**src/rtl/fmpll_pkg.sv**
```systemverilog
`timescale 1ns / 1ps
// ----------------------------------------------------------------------------
// fmpll_pkg
// shared types, filter coefficient tables and sine table generator
// ----------------------------------------------------------------------------
package fmpll_pkg;

    localparam int DESIGN_TAPS = 20;
    localparam int PI_Q16      = 205887;

    typedef enum logic [3:0] {
        S_IDLE,
        S_FIR,
        S_PLL_ROM,
        S_PLL_MUL,
        S_PLL_GAIN,
        S_PLL_UPD,
        S_COS_ROM,
        S_MIX_MUL,
        S_MIX_PUSH,
        S_LPF,
        S_AUD_SUM,
        S_AUD_GAIN,
        S_AUD_PI,
        S_AUD_OUT
    } t_state;

    typedef enum logic [7:0] {
        REG_PILOT_INCREMENT = 8'd0,
        REG_PROP_GAIN       = 8'd1,
        REG_INTEG_GAIN      = 8'd2,
        REG_OUTPUT_GAIN     = 8'd3
    } t_reg_index;

    typedef struct packed {
        logic push;
        logic rot;
    } t_chain_ctl;

    // fold a tap index onto the half of a symmetric 20-tap design
    function automatic logic [3:0] fold_tap(input logic [6:0] k);
        logic [6:0] m;
        m = 7'(DESIGN_TAPS - 1) - k;
        return (k < m) ? k[3:0] : m[3:0];
    endfunction

    function automatic logic signed [15:0] pilot_coef(input logic [6:0] k);
        logic signed [15:0] c;
        c = '0;
        if (k < 7'(DESIGN_TAPS)) begin
            case (fold_tap(k))
                4'd0: c = 16'sd0;
                4'd1: c = -16'sd108;
                4'd2: c = -16'sd663;
                4'd3: c = -16'sd1808;
                4'd4: c = -16'sd3058;
                4'd5: c = -16'sd3124;
                4'd6: c = -16'sd568;
                4'd7: c = 16'sd4869;
                4'd8: c = 16'sd11400;
                4'd9: c = 16'sd15894;
                default: c = '0;
            endcase
        end
        return c;
    endfunction

    function automatic logic signed [15:0] band_coef(input logic [6:0] k);
        logic signed [15:0] c;
        c = '0;
        if (k < 7'(DESIGN_TAPS)) begin
            case (fold_tap(k))
                4'd0: c = 16'sd0;
                4'd1: c = -16'sd8;
                4'd2: c = 16'sd401;
                4'd3: c = 16'sd1456;
                4'd4: c = 16'sd1307;
                4'd5: c = -16'sd2869;
                4'd6: c = -16'sd9034;
                4'd7: c = -16'sd8665;
                4'd8: c = 16'sd2649;
                4'd9: c = 16'sd15344;
                default: c = '0;
            endcase
        end
        return c;
    endfunction

    function automatic logic signed [15:0] lp_coef(input logic [6:0] k);
        logic signed [15:0] c;
        c = '0;
        if (k < 7'(DESIGN_TAPS)) begin
            case (fold_tap(k))
                4'd0: c = 16'sd0;
                4'd1: c = 16'sd53;
                4'd2: c = 16'sd265;
                4'd3: c = 16'sd746;
                4'd4: c = 16'sd1613;
                4'd5: c = 16'sd2911;
                4'd6: c = 16'sd4552;
                4'd7: c = 16'sd6285;
                4'd8: c = 16'sd7750;
                4'd9: c = 16'sd8592;
                default: c = '0;
            endcase
        end
        return c;
    endfunction

    // 9-tap mono lowpass, symmetric around tap 4
    function automatic logic signed [15:0] mono_coef(input logic [6:0] k);
        logic signed [15:0] c;
        logic [6:0]         j;
        c = '0;
        j = (k <= 7'd4) ? k : 7'd8 - k;
        if (k < 7'd9) begin
            case (j[2:0])
                3'd0: c = 16'sd1092;
                3'd1: c = 16'sd3072;
                3'd2: c = 16'sd7981;
                3'd3: c = 16'sd13039;
                3'd4: c = 16'sd15167;
                default: c = '0;
            endcase
        end
        return c;
    endfunction

    // quarter-wave sine entry, evaluated at elaboration only
    function automatic logic [15:0] sine_entry(input int q, input int bits);
        logic [63:0] x;
        logic [63:0] x2;
        logic [63:0] t;
        logic [63:0] s;
        x  = (64'(q) * 64'd1686629713) >> (bits - 2);
        x2 = (x * x) >> 30;
        t  = 64'd1073741824 - x2 / 72;
        t  = 64'd1073741824 - ((x2 * t) >> 30) / 42;
        t  = 64'd1073741824 - ((x2 * t) >> 30) / 20;
        t  = 64'd1073741824 - ((x2 * t) >> 30) / 6;
        s  = (x * t) >> 30;
        s  = (s * 64'd32767 + 64'd536870912) >> 30;
        return (s > 64'd32767) ? 16'd32767 : s[15:0];
    endfunction

endpackage

```
**src/rtl/fmpll_cell.sv**
```systemverilog
`timescale 1ns / 1ps
// ----------------------------------------------------------------------------
// fmpll_cell
// one history entry of a shifting chain
// ----------------------------------------------------------------------------
module fmpll_cell
    import fmpll_pkg::*;
#(
    parameter int WIDTH = 16
) (
    input  logic                    i_clk,
    input  logic                    i_rst_n,
    input  logic                    i_shift,
    input  logic signed [WIDTH-1:0] i_data,
    output logic signed [WIDTH-1:0] o_data
);

    logic signed [WIDTH-1:0] r_data;

    always_ff @(posedge i_clk) begin
        if (!i_rst_n) begin
            r_data <= '0;
        end else if (i_shift) begin
            r_data <= i_data;
        end
    end

    assign o_data = r_data;

endmodule

```
**src/rtl/fmpll_chain.sv**
```systemverilog
`timescale 1ns / 1ps
// ----------------------------------------------------------------------------
// fmpll_chain
// row of history cells; push inserts a new sample, rot circulates the row
// ----------------------------------------------------------------------------
module fmpll_chain
    import fmpll_pkg::*;
#(
    parameter int WIDTH = 16,
    parameter int DEPTH = 20
) (
    input  logic                    i_clk,
    input  logic                    i_rst_n,
    input  t_chain_ctl              i_ctl,
    input  logic signed [WIDTH-1:0] i_data,
    output logic signed [WIDTH-1:0] o_tail
);

    logic signed [WIDTH-1:0] w_q [DEPTH];
    logic signed [WIDTH-1:0] w_head;

    assign w_head = i_ctl.push ? i_data : w_q[DEPTH-1];

    for (genvar g = 0; g < DEPTH; g++) begin : g_cell
        if (g == 0) begin : g_first
            fmpll_cell #(.WIDTH(WIDTH)) u_cell (
                .i_clk   (i_clk),
                .i_rst_n (i_rst_n),
                .i_shift (i_ctl.push | i_ctl.rot),
                .i_data  (w_head),
                .o_data  (w_q[g])
            );
        end else begin : g_next
            fmpll_cell #(.WIDTH(WIDTH)) u_cell (
                .i_clk   (i_clk),
                .i_rst_n (i_rst_n),
                .i_shift (i_ctl.push | i_ctl.rot),
                .i_data  (w_q[g-1]),
                .o_data  (w_q[g])
            );
        end
    end

    assign o_tail = w_q[DEPTH-1];

endmodule

```
**config.mk**
```make
export PLATFORM = sky130hd
export DESIGN_NAME = fmpll_chain
export DESIGN_NICKNAME = d
export VERILOG_FILES = /design/src/rtl/fmpll_pkg.sv /design/src/rtl/fmpll_cell.sv /design/src/rtl/fmpll_chain.sv
export SDC_FILE = /design/constraint.sdc
export NUM_CORES = 1
export LEC_CHECK = 0
export BUFFER_PORTS_ARGS = -buffer_cell sky130_fd_sc_hd__buf_2
export CORE_MARGIN = 2
export CORE_UTILIZATION = 60
export DETAILED_ROUTE_END_ITERATION = 12
export GPL_TIMING_DRIVEN = 0
export PLACE_DENSITY_LB_ADDON = 0.2
export SLEW_MARGIN = 20
export SYNTH_ARGS = -nofsm -noshare
export SYNTH_HDL_FRONTEND = slang
export SYNTH_HIERARCHICAL = 1
export SYNTH_SLANG_ARGS = --single-unit
```
**constraint.sdc**
```tcl
create_clock -name i_clk -period 2.65 [get_ports i_clk]
set_clock_uncertainty 0.2 [all_clocks]
set_input_delay 0.3975 -clock i_clk [delete_from_list [all_inputs] [get_ports i_clk]]
set_output_delay 0.3975 -clock i_clk [all_outputs]
set_load 0.01 [all_outputs]
```
## Word-level counts from Yosys, hierarchy flattened

Index checks and enable logic that the tools add are counted.

| cells by class | value |
|---|---|
| add/subtract/negate cells | 0 |
| $mul | 0 |
| divide/modulo/power cells | 0 |
| order comparisons | 0 |
| equality and inequality tests | 0 |
| shifts and indexed selects | 0 |
| muxes and demuxes | 1 |
| bitwise operators | 1 |
| reduce and logical (&&, ||, !) cells | 0 |

Operators by type and width:

| kind | number |
|---|---|
| two-way mux 16 bit | 1 |
| OR 1 bit | 1 |

| storage, ports and cells | value |
|---|---|
| bits in registers | 320 |
| bits in latches | 0 |
| bits in writable memories | 0 |
| bits in read-only memories | 0 |
| output and inout port bits | 16 |
| logic and storage cells | 22 |
| memories kept | 0 |

## Depth between registers and ports, before layout

Gate-level depths: netlist of the first run.

| depth | value |
|---|---|
| depth after elaboration | 1 |
| mapped depth | 7 |
| gate-level depth less buffers | 3 |

## Cells and area by module

Netlist of the first run, hierarchy kept.

Modules (own cells, without submodules):

| module | instances | cells an instance | area an instance (um^2) | sequential area each (um^2) |
|---|---|---|---|---|
| fmpll_cell | 20 | 51 | 615.6 | 320.3 |
| fmpll_chain | 1 | 19 | 251.5 | 0.0 |

## Least setup slack after synthesis of the first run

OpenSTA, ideal clock, no wires.

| path | value |
|---|---|
| kind | input port to flip-flop |
| start point | in i_ctl[1] (netlist bit) |
| end point | reg g_cell[0].g_first.u_cell.r_data[10] |
| library setup time | 0.116 ns |
| arrival time | 1.934 ns |
| required time | 2.334 ns |
| setup slack | 0.400 ns |
| stages on the path | 7 |
| path buffers | 4 |
| cell sequence | buf_6 buf_12 or2_1 buf_6 buf_12 mux2i_1 nor2b_1 |

| between the ends | value |
|---|---|
| longest elaborated chain between the ends | 1 |
| elaborated cells on any way between the ends | 2 |
| those cells by class | mux (1); bitwise (1) |

Ends and longest elaborated chain:

| what | line | text |
|---|---|---|
| from (decl) | fmpll_chain.sv:14 | `input t_chain_ctl i_ctl,` |
| two-way mux 16 bit or OR 1 bit (tied branches) | fmpll_chain.sv:22, fmpll_chain.sv:29 |  |
| to (signal assigned) | fmpll_cell.sv:24 | `r_data <= i_data;` |
| to (decl) | fmpll_cell.sv:18 | `logic signed [WIDTH-1:0] r_data;` |

Several ways; a longest one is shown, not always the timed one.
A chain may end at the register's enable or synchronous reset.

## Worst setup path after layout of the first run

| path | value |
|---|---|
| start point | in i_ctl[1] (netlist bit) |
| end point | reg g_cell[19].g_next.u_cell.r_data[6] |

| between the ends | value |
|---|---|
| longest elaborated chain between the ends | 1 |

Ends and longest elaborated chain:

| what | line | text |
|---|---|---|
| OR 1 bit | fmpll_chain.sv:37 | `.i_shift (i_ctl.push \| i_ctl.rot),` |
| to (signal assigned) | fmpll_cell.sv:24 |  |
| to (decl) | fmpll_cell.sv:18 |  |

No other way between the ends.

==> flow_summary.ini, run 1 <==
[floorplanning]
rows = 52
initial_core_util = 0.617
pin_count = 36
chipWidth_um = 149
die_y_um = 149
coreArea_sq_um = 20400
die-area_sq_um = 22100

[clock_network]
root_buffer = clkbuf_16
cts_resized = 0
hold_buffers = 0
path_clk_slew_ns = 0.06
tritoncts = yes
clk_path_buf_depth = 3
h-tree-depth = 2
worstSkewPairLatency_ns = 0.50
post_cts_buffers = 0
clock-sinks = 320
cts_buffers = 34

[critical_path]
crit_type = in -> reg
crit_path_end_kind = flip-flop
r2r-end = g_cell[0].g_first.u_cell/o_data[4]
path_cells = buf_6 > buf_12 > or2_2 > buf_6 > buf_12 > mux2i_1 > nor2b_1
crit_slowest_cell = or2_2
slowest_delay_ns = 0.56
reg2reg_depth = 3
cp.required_ns = 2.83
cp_max_fo = 20
crit_arrival_ns = 1.98
r2r_slack_ns = 1.43
start_kind = input pin
r2r_start = g_cell[19].g_next.u_cell/o_data[4]

[power]
peakVddDrop_mv = 0.517
p_per_area_nw_per_um2 = 704
leakage_nw = 6.61

[synthesis]
ys_top_cells_by_area = dfxtp_1 51%, mux2i_1 25%, nor2b_1 16%
ys_seq_elements = 320
synth_fp_nets = 1059
synth_compound_area_frac = 0
synthAdderAreaFrac = 0
synthSimpleGateAreaFrac = 0.160
netlist_area_sq_um = 12600
yosysTopAreaCellShare = 0.510
synth_top_family_by_area = multiplexers
synth_top_area_cell = dfxtp_1
ys_seq_area_frac = 0.510
synthDistinctLibCells = 9
synth_xor_xnor_area_share = 0
synth_mux_area_frac = 0.272
synthCells = 1039
syn_area_per_cell_sq_um = 12.1
synth_warnings = 6

[global_route]
grt_max_degree = 101
antenna_found_initial = 0
grt_use_total = 0.199
grt_pass1_wl_mm = 35.7
overflow = 0
grt_pass1_vias = 7156

[sta]
slew_headroom = 0.551
min_period_ns = 1.80
fin_crit_sh = 0.678
rsz0062_at_grt = no
drv_slew = 0
final_hold_viol_count = 0
fmaxAchievable_ghz = 0.557
timing_worst_slew_pin_value_ns = 0.673
setup_viol = 0
hold_ws_ns = 0.0919

[worst_hold_path]
min-delay-start = i_data[10]
min_path_type = in -> reg
whs_endpoint = g_cell[0].g_first.u_cell/o_data[10]
whs_path_depth = 4

[final_layout]
drive_gt1_frac = 0.131
syn2layout_area_growth_pct = 13.2
num-nets-final = 1130
fill_cells = 1532
seqCellArea_sq_um = 6410
n_antenna_cell = 0
fin_cells = 1404
multi_input_area_sq_um = 5430

[detailed_routing]
drtPass1Iterations = 4
drtIter0Drc = 234
wl_per_cell_um = 15.3
via_per_inst = 4.98
vias = 6994
drc = 0
drt-total-wl_mm = 21.4
final_antenna_net_count = 0

[run_status]
status = complete, no violations

[placement]
dpl.cell_count = 1344
hpwl_mm = 14.3
io_buffers = 34
routabilityCongestion = 0.720

[run]
maxCapViolCount = 0
-- worst max-delay path: cells and delay by family --
| kind | cells | cell delay (ns) |
|---|---|---|
| buffers and inverters | 4 | 0.68 |
| muxes | 1 | 0.23 |
| and+or+nand+nor | 2 | 0.64 |
-- stage by stage --
stage | worst slack [ns] | setup TNS [ns] | cell area, sq um | total power [mW] | utilization
floorplan | 0.400 | 0 | 12600 | 5.39 | -
global placement | -0.145 | -11.85 | 13100 | 5.50 | 0.642
CTS | 0.420 | 0 | 14200 | 10.1 | 0.698
finish | 0.855 | 0 | 14200 | 10.0 | 0.698
global route | 0.778 | 0 | 14200 | 10.3 | 0.698
detailed placement | -0.0323 | -0.174 | 13100 | 5.50 | 0.643
-- per-layer routing --
metal	wire [um]	up-vias	track usage
li1	-	3618	-
met1	10500	3278	0.268
met2	9990	73	0.335
met3	609	25	0.0304
met4	306	0	0.0529
met5	0	-	0
-- Yosys cell counts (all sizes together) --
library cell,n
buf,42
clkbuf,20
dfxtp,320
mux2,16
mux2i,320
nor2b,320
or2,1
-- layout make-up --
class                   count  area share
well taps                 270      0.0238
clock inverters            11     0.00590
repair buffers             35      0.0141
flip-flops and latches    320       0.451
plain buffers              62      0.0515
multi-input cells         657       0.382
clock buffers              49      0.0725
-- how the worst max path moves through the flow --
| stage | to | start |
|---|---|---|
| CTS | g_cell[19].g_next.u_cell/o_data[6] | i_ctl[1] |
| detailed placement | g_cell[17].g_next.u_cell/o_data[4] | i_ctl[1] |
| finish | g_cell[19].g_next.u_cell/o_data[6] | i_ctl[1] |
| global route | g_cell[19].g_next.u_cell/o_data[6] | i_ctl[1] |
| floorplan | g_cell[0].g_first.u_cell/o_data[10] | i_ctl[1] |
| global placement | g_cell[19].g_next.u_cell/o_data[14] | i_rst_n |
-- cell families (layout without fill, tap and decap cells) --
| logic type | Yosys count | in the layout |
|---|---|---|
| mux | 336 | 336 |
| simple gates | 321 | 321 |
| flops | 320 | 320 |
| buf+inv | 62 | 157 |
-- power by group --
group	internal [mW]	leakage, nW	switching, mW
Clock	2.80	0.560	1.81
Sequential	4.84	2.58	0.0140
Combinational	0.299	3.47	0.247
Total	7.94	6.61	2.07
-- state kept, by name, indices dropped and copies added (netlist names) --
| name | count |
|---|---|
| g_cell.g_next.u_cell/o_data | 304 |
| g_cell.g_first.u_cell/o_data | 16 |
-- layout by cell type, fill, tap and decap left out, drive strengths merged --
master  instances
mux2           16
inv             1
buf            77
clkinv          9
clkbuf         69
mux2i         320
nor2b         320
dfxtp         320
or2             1
bufinv          1
Note: power is estimated with default switching activity, not from simulation.
==> run 2: changes to the inputs <==
ABC_AREA = 1   (was unset)
CORE_UTILIZATION = 56   (was 60)
clock period = 1.6 ns   (was 2.65 ns; I/O delays follow)
==> run 2 against run 1 <==
Effect of this change: setup slack worse by 0.79 ns; via count is 60% higher; cell count is 79% higher; critical endpoint is now g_cell[0].g_first.u_cell/o_data[15]; non-clock buffer count is 57 higher; critical path type unchanged; count of clock-buffer cells in the layout is 6 higher; total power is 84% higher; die area is 17% higher; sequential share of layout area is 4.1 points lower; global-route usage is 0.32 points higher; utilization is 5.1 points lower; synthesized area is 9.4% higher.
==> flow_summary.ini, run 2 <==
[sta]
min_period_ns = 1.54
fin_crit_sh = 0.961
fmaxAchievable_ghz = 0.650
drv_slew = 0
final_hold_viol_count = 0
timing_worst_slew_pin_value_ns = 0.564
setup_viol = 0
rsz0062_at_grt = no
slew_headroom = 0.624

[synthesis]
synth_edf_count = 0
syn_area_per_cell_sq_um = 6.63
synthAdderAreaFrac = 0
synth_top_family_by_area = simple AND/OR/NAND/NOR gates
netlist_area_sq_um = 13700
synth_compound_area_frac = 0
synthCells = 2073
ys_seq_elements = 320
synth_top_flop_cell = dfxtp_1
synthSimpleGateAreaFrac = 0.375
synth_xor_xnor_area_share = 0
ys_seq_area_frac = 0.466
async_reset_ff_frac = 0
synth_warnings = 6
synth_top_area_cell = dfxtp_1
synth_mux_area_frac = 0
synth_fp_nets = 2093
yosysTopAreaCellShare = 0.466
synthDistinctLibCells = 12
synthTopCellsByCount = 683 x nand2_1, 580 x nor2_1, 320 x dfxtp_1, 320 x inv_1, 62 x buf_6
ys_top_cells_by_area = dfxtp_1 47%, nand2_1 19%, nor2_1 16%
yosysMostFrequentCell = nand2_1

[critical_path]
r2r_slack_ns = 0.46
crit_top_cell = nand2_1
crit_path_end_kind = flip-flop
path_cells = dlygate4sd3_1 > buf_2 > nand2_1 > dlygate4sd3_1 > nand2_1 > inv_1 > nand2_1 > nand2_1 > nor2_1
cp_max_fo = 1
slowest_delay_ns = 0.54
r2r_start = g_cell[19].g_next.u_cell/o_data[8]
crit_family = buffers and inverters
r2r-end = g_cell[0].g_first.u_cell/o_data[8]
reg2reg_depth = 6
worst-path-buf-inv = 4
crit_slowest_cell = dlygate4sd3_1
crit_type = in -> reg
cp.required_ns = 1.79
start_kind = input pin
crit_arrival_ns = 1.72

[global_route]
grt_pass1_vias = 10600
grt_use_total = 0.202
overflow = 0
grt_max_degree = 39
antenna_found_initial = 0
grt_pass1_wl_mm = 45.0

[power]
leakage_nw = 8.45
peakVddDrop_mv = 0.912
p_per_area_nw_per_um2 = 1180

[final_layout]
fill_cells = 2150
final_common_cell = nand2_1
post-route-util = 0.647
syn2layout_area_growth_pct = 13.8
n_antenna_cell = 0
largest_register_ffs = 304
mostFrequentLayoutCells = 683 x nand2_1, 580 x nor2_1, 320 x inv_1
drive_gt1_frac = 0.117
final_cell_area_sq_um = 15600
num-nets-final = 2182

[clock_network]
path_clk_slew_ns = 0.06
clk_path_buf_depth = 3
worstSkewPairLatency_ns = 0.50
root_buffer = clkbuf_16
clock-sinks = 320
post_cts_buffers = 0
tritoncts = yes
h-tree-depth = 2
cts_buffers = 35

[run]
maxCapViolCount = 0

[detailed_routing]
drtIter0Drc = 538
drc = 0
drt-total-wl_mm = 25.0
final_antenna_net_count = 0
wl_per_cell_um = 9.96
via_per_inst = 4.45
vias = 11200
drtPass1Iterations = 5

[floorplanning]
chipWidth_um = 161
pin_count = 36
coreArea_sq_um = 24200
die-area_sq_um = 25800
die_y_um = 161
initial_core_util = 0.568
rows = 57

[placement]
hpwl_mm = 17.4
placed_area_sq_um = 14400
routabilityCongestion = 0.873
io_buffers = 33

[worst_hold_path]
whs_path_depth = 7
min_path_type = in -> reg
whs_endpoint = g_cell[0].g_first.u_cell/o_data[2]
min-delay-start = i_ctl[1]

[run_status]
status = complete, no violations
[run 2: metal layers]
| layer | part of all wire | wire (um) | GRT usage | vias up |
|---|---|---|---|---|
| li1 | - | - | - | 6057 |
| met1 | 0.50 | 12500 | 0.265 | 4962 |
| met2 | 0.45 | 11200 | 0.345 | 109 |
| met3 | 0.039 | 973 | 0.0369 | 29 |
| met4 | 0.015 | 367 | 0.0528 | 0 |
| met5 | 0 | 0 | 0 | - |
[run 2: area by class of cell]
type | instances | area, sq um | area share
Tap cell | 324 | 405 | 0.0259
Multi-Input combinational cell | 1330 | 5160 | 0.330
Timing Repair Buffer | 51 | 368 | 0.0235
Buffer | 103 | 977 | 0.0625
Clock inverter | 6 | 58.8 | 0.00376
Inverter | 321 | 1210 | 0.0774
Clock buffer | 55 | 1040 | 0.0668
Sequential cell | 320 | 6410 | 0.410
[run 2: worst max-delay path by stage]
stage,end,slack (ns),startpoint,cells after the start
3_3_place_gp,g_cell[0].g_first.u_cell/o_data[7],-0.80,i_ctl[1],6
4_1_cts,g_cell[3].g_next.u_cell/o_data[9],0.04,i_rst_n,5
6_report,g_cell[0].g_first.u_cell/o_data[15],0.06,i_data[15],9
3_5_place_dp,g_cell[8].g_next.u_cell/o_data[14],-0.54,i_ctl[1],8
5_1_grt,g_cell[0].g_first.u_cell/o_data[15],0.02,i_data[15],9
2_1_floorplan,g_cell[19].g_next.u_cell/o_data[14],-0.31,i_ctl[1],6
[run 2: logic make-up (layout without fill, tap and decap cells)]
group	Yosys count	after routing
simple gates	1329	1330
buf+inv	424	536
flops	320	320
[run 2: power by group]
part,internal (mW),leakage [nW],switching (mW)
Combinational,0.816,5.27,1.16
Clock,4.63,0.542,3.01
Sequential,8.50,2.64,0.271
[run 2: tightest hold or removal path, stage by stage]
cell and delay (ns):
buf_12 0.12, nand2_1 0.06, nand2_1 0.07, inv_1 0.05, nand2_1 0.04, nand2_1 0.05, nor2_1 0.03
[run 2: stage by stage]
stage	hold slack, ns	setup TNS [ns]	setup WS, ns	std cells	power, mW
floorplan	0.240	-92.14	-0.309	2073	10.4
global placement	0.251	-244.06	-0.802	2430	10.8
detailed placement	0.258	-84.58	-0.537	2432	10.9
CTS	0.00218	0	0.0356	2512	18.6
global route	0.0624	0	0.0163	2510	19.4
finish	0.0199	0	0.0626	2510	18.4
[run 2: timing repair]
item | in CTS | in global routing
endpoints found under the setup margin | 25 | 128
gates resized for setup | 0 | 2
gates cloned | 1 | 0
hold buffers | 18 | 0
pin swaps | 1 | 1
hold endpoints to repair | 166 | 0
==> run 3: changes to the inputs <==
RECOVER_POWER = 25   (was unset)
==> run 3 against run 2 <==
Effect of this change: clock power hardly changed; worst hold slack got worse by 0.0027 ns; non-clock buffer count unchanged; register-to-register slack barely moved; die area did not move; combinational power down 2%; first-iteration DRC count shrank 0.56%; wire length hardly changed; sequential power is essentially flat; critical path depth stayed put; largest cell class unchanged.
==> flow_summary.ini, run 3 (synthesis gave the netlist of run 2 again) <==
[critical_path]
cp_max_fo = 1
crit_arrival_ns = 1.72
crit_slowest_cell = dlygate4sd3_1
crit_type = in -> reg
crit_top_cell = nand2_1
slowest_delay_ns = 0.54
start_kind = input pin
cp.required_ns = 1.79
path_cells = dlygate4sd3_1 > buf_2 > nand2_1 > dlygate4sd3_1 > nand2_1 > inv_1 > nand2_1 > nand2_1 > nor2_1
crit_path_end_kind = flip-flop

[sta]
min_period_ns = 1.54
slew_headroom = 0.471
fmaxAchievable_ghz = 0.651
hold_ws_ns = 0.0172
fin_crit_sh = 0.960
rsz0062_at_grt = no
final_hold_viol_count = 0
setup_viol = 0
drv_slew = 0
timing_worst_slew_pin_value_ns = 0.794

[detailed_routing]
via_per_inst = 4.44
wl_per_cell_um = 9.96
final_antenna_net_count = 0
drtIter0Drc = 535
vias = 11200
drt-total-wl_mm = 25.0
drtPass1Iterations = 5
drc = 0

[clock_network]
root_buffer = clkbuf_16
tritoncts = yes
cts_buffers = 35
path_clk_slew_ns = 0.06
post_cts_buffers = 0
clk_path_buf_depth = 3
h-tree-depth = 2
worstSkewPairLatency_ns = 0.50
clock-sinks = 320

[final_layout]
num-nets-final = 2182
multi_input_area_sq_um = 5160
syn2layout_area_growth_pct = 12.8
mostFrequentLayoutCells = 683 x nand2_1, 580 x nor2_1, 320 x inv_1, 320 x dfxtp_1, 60 x nor2_2
final_cell_area_sq_um = 15500
final_common_cell = nand2_1
largest_register_ffs = 304
fill_cells = 2184
seqCellArea_sq_um = 6410
drive_gt1_frac = 0.106
n_antenna_cell = 0

[power]
leakage_nw = 8.35
switching_share = 0.242
peakVddDrop_mv = 0.911
p_int_mw = 13.9
p_per_area_nw_per_um2 = 1180
clockPowerShare = 0.417
seqPwrFrac = 0.478
switching_power_mw = 4.44
comb_power_share = 0.106

[floorplanning]
pin_count = 36
die-area_sq_um = 25800
die_y_um = 161
coreArea_sq_um = 24200
chipWidth_um = 161
initial_core_util = 0.568
rows = 57

[global_route]
antenna_found_initial = 0
grt_max_degree = 39
grt_pass1_vias = 10600
overflow = 0
grt_pass1_wl_mm = 45.0
grt_use_total = 0.202

[placement]
io_buffers = 33
routabilityCongestion = 0.873
placed_area_sq_um = 14400
hpwl_mm = 17.4

[run]
maxCapViolCount = 0

[run_status]
status = complete, no violations

[worst_hold_path]
min_path_type = in -> reg
run 3: changes by cell type in the layout (fill, tap and decap cells not counted):
cell | before | now
buf_4 | 20 | 18
buf_6 | 61 | 46
clkbuf_1 | 13 | 35
clkbuf_2 | 20 | 15
clkdlybuf4s25_1 | 0 | 1
dfxtp_1 | 319 | 320
dfxtp_2 | 1 | 0
dlymetal6s4s_1 | 1 | 0
or2_1 | 0 | 1
or2_2 | 1 | 0
run 3: per-stage QoR:
step / std cells / TNS (ns) / utilization / total power, mW / setup slack (ns)
finish: 2510 / 0 / 0.641 / 18.4 / 0.0641
global route: 2510 / 0 / 0.641 / 19.3 / 0.0178
global placement: 2430 / -244.06 / 0.592 / 10.8 / -0.802
CTS: 2512 / 0 / 0.647 / 18.6 / 0.0356
detailed placement: 2432 / -84.58 / 0.594 / 10.9 / -0.537
floorplan: 2073 / -92.14 / - / 10.4 / -0.309
run 3: area by class of cell:
cell class / count / share of cell area
sequential: 320 / 0.413
multi-input combinational: 1330 / 0.333
inverter: 321 / 0.0780
clock buffer: 55 / 0.0673
buffer: 103 / 0.0549
tap: 324 / 0.0262
timing repair buffer: 51 / 0.0236
clock inverter: 6 / 0.00379
run 3: worst max-delay path, delay by kind of cell:
family | cells | cell delay, ns
buffers and inverters | 4 | 1.24
and+or+nand+nor | 5 | 0.25
run 3: power groups by stage:
stage,registers (mW),logic (mW),clock network (mW)
after CTS,8.76,2.00,7.85
final,8.77,1.94,7.64
after detailed placement,8.93,1.94,0
after floorplan,8.88,1.57,0
after global placement,8.92,1.89,0
after global routing,8.82,2.28,8.21
run 3: timing repair:
item | in CTS | in global routing
gates cloned | 1 | 0
hold buffers | 18 | 0
pin swaps | 1 | 1
endpoints found under the setup margin | 25 | 128
resized for setup | 0 | 2
hold endpoints to repair | 166 | 0
run 3: path summary, 6_finish.rpt:
path | start | to | slack [ns] | cells after the start
hold / removal | i_ctl[1] | g_cell[0].g_first.u_cell/o_data[2] | 0.02 | 7
setup reg to reg | g_cell[19].g_next.u_cell/o_data[9] | g_cell[0].g_first.u_cell/o_data[9] | 0.45 | 6
hold reg to reg | g_cell[5].g_next.u_cell/o_data[8] | g_cell[5].g_next.u_cell/o_data[8] | 0.27 | 2
setup / recovery | i_data[15] | g_cell[0].g_first.u_cell/o_data[15] | 0.06 | 9
run 3: routing by layer:
metal,wire length [um],GRT usage,vias to the layer above,part of all wire
met4,367,0.0528,0,0.015
li1,-,-,6055,-
met2,11200,0.345,108,0.45
met1,12500,0.265,4958,0.50
met3,931,0.0369,29,0.037
met5,0,0,-,0
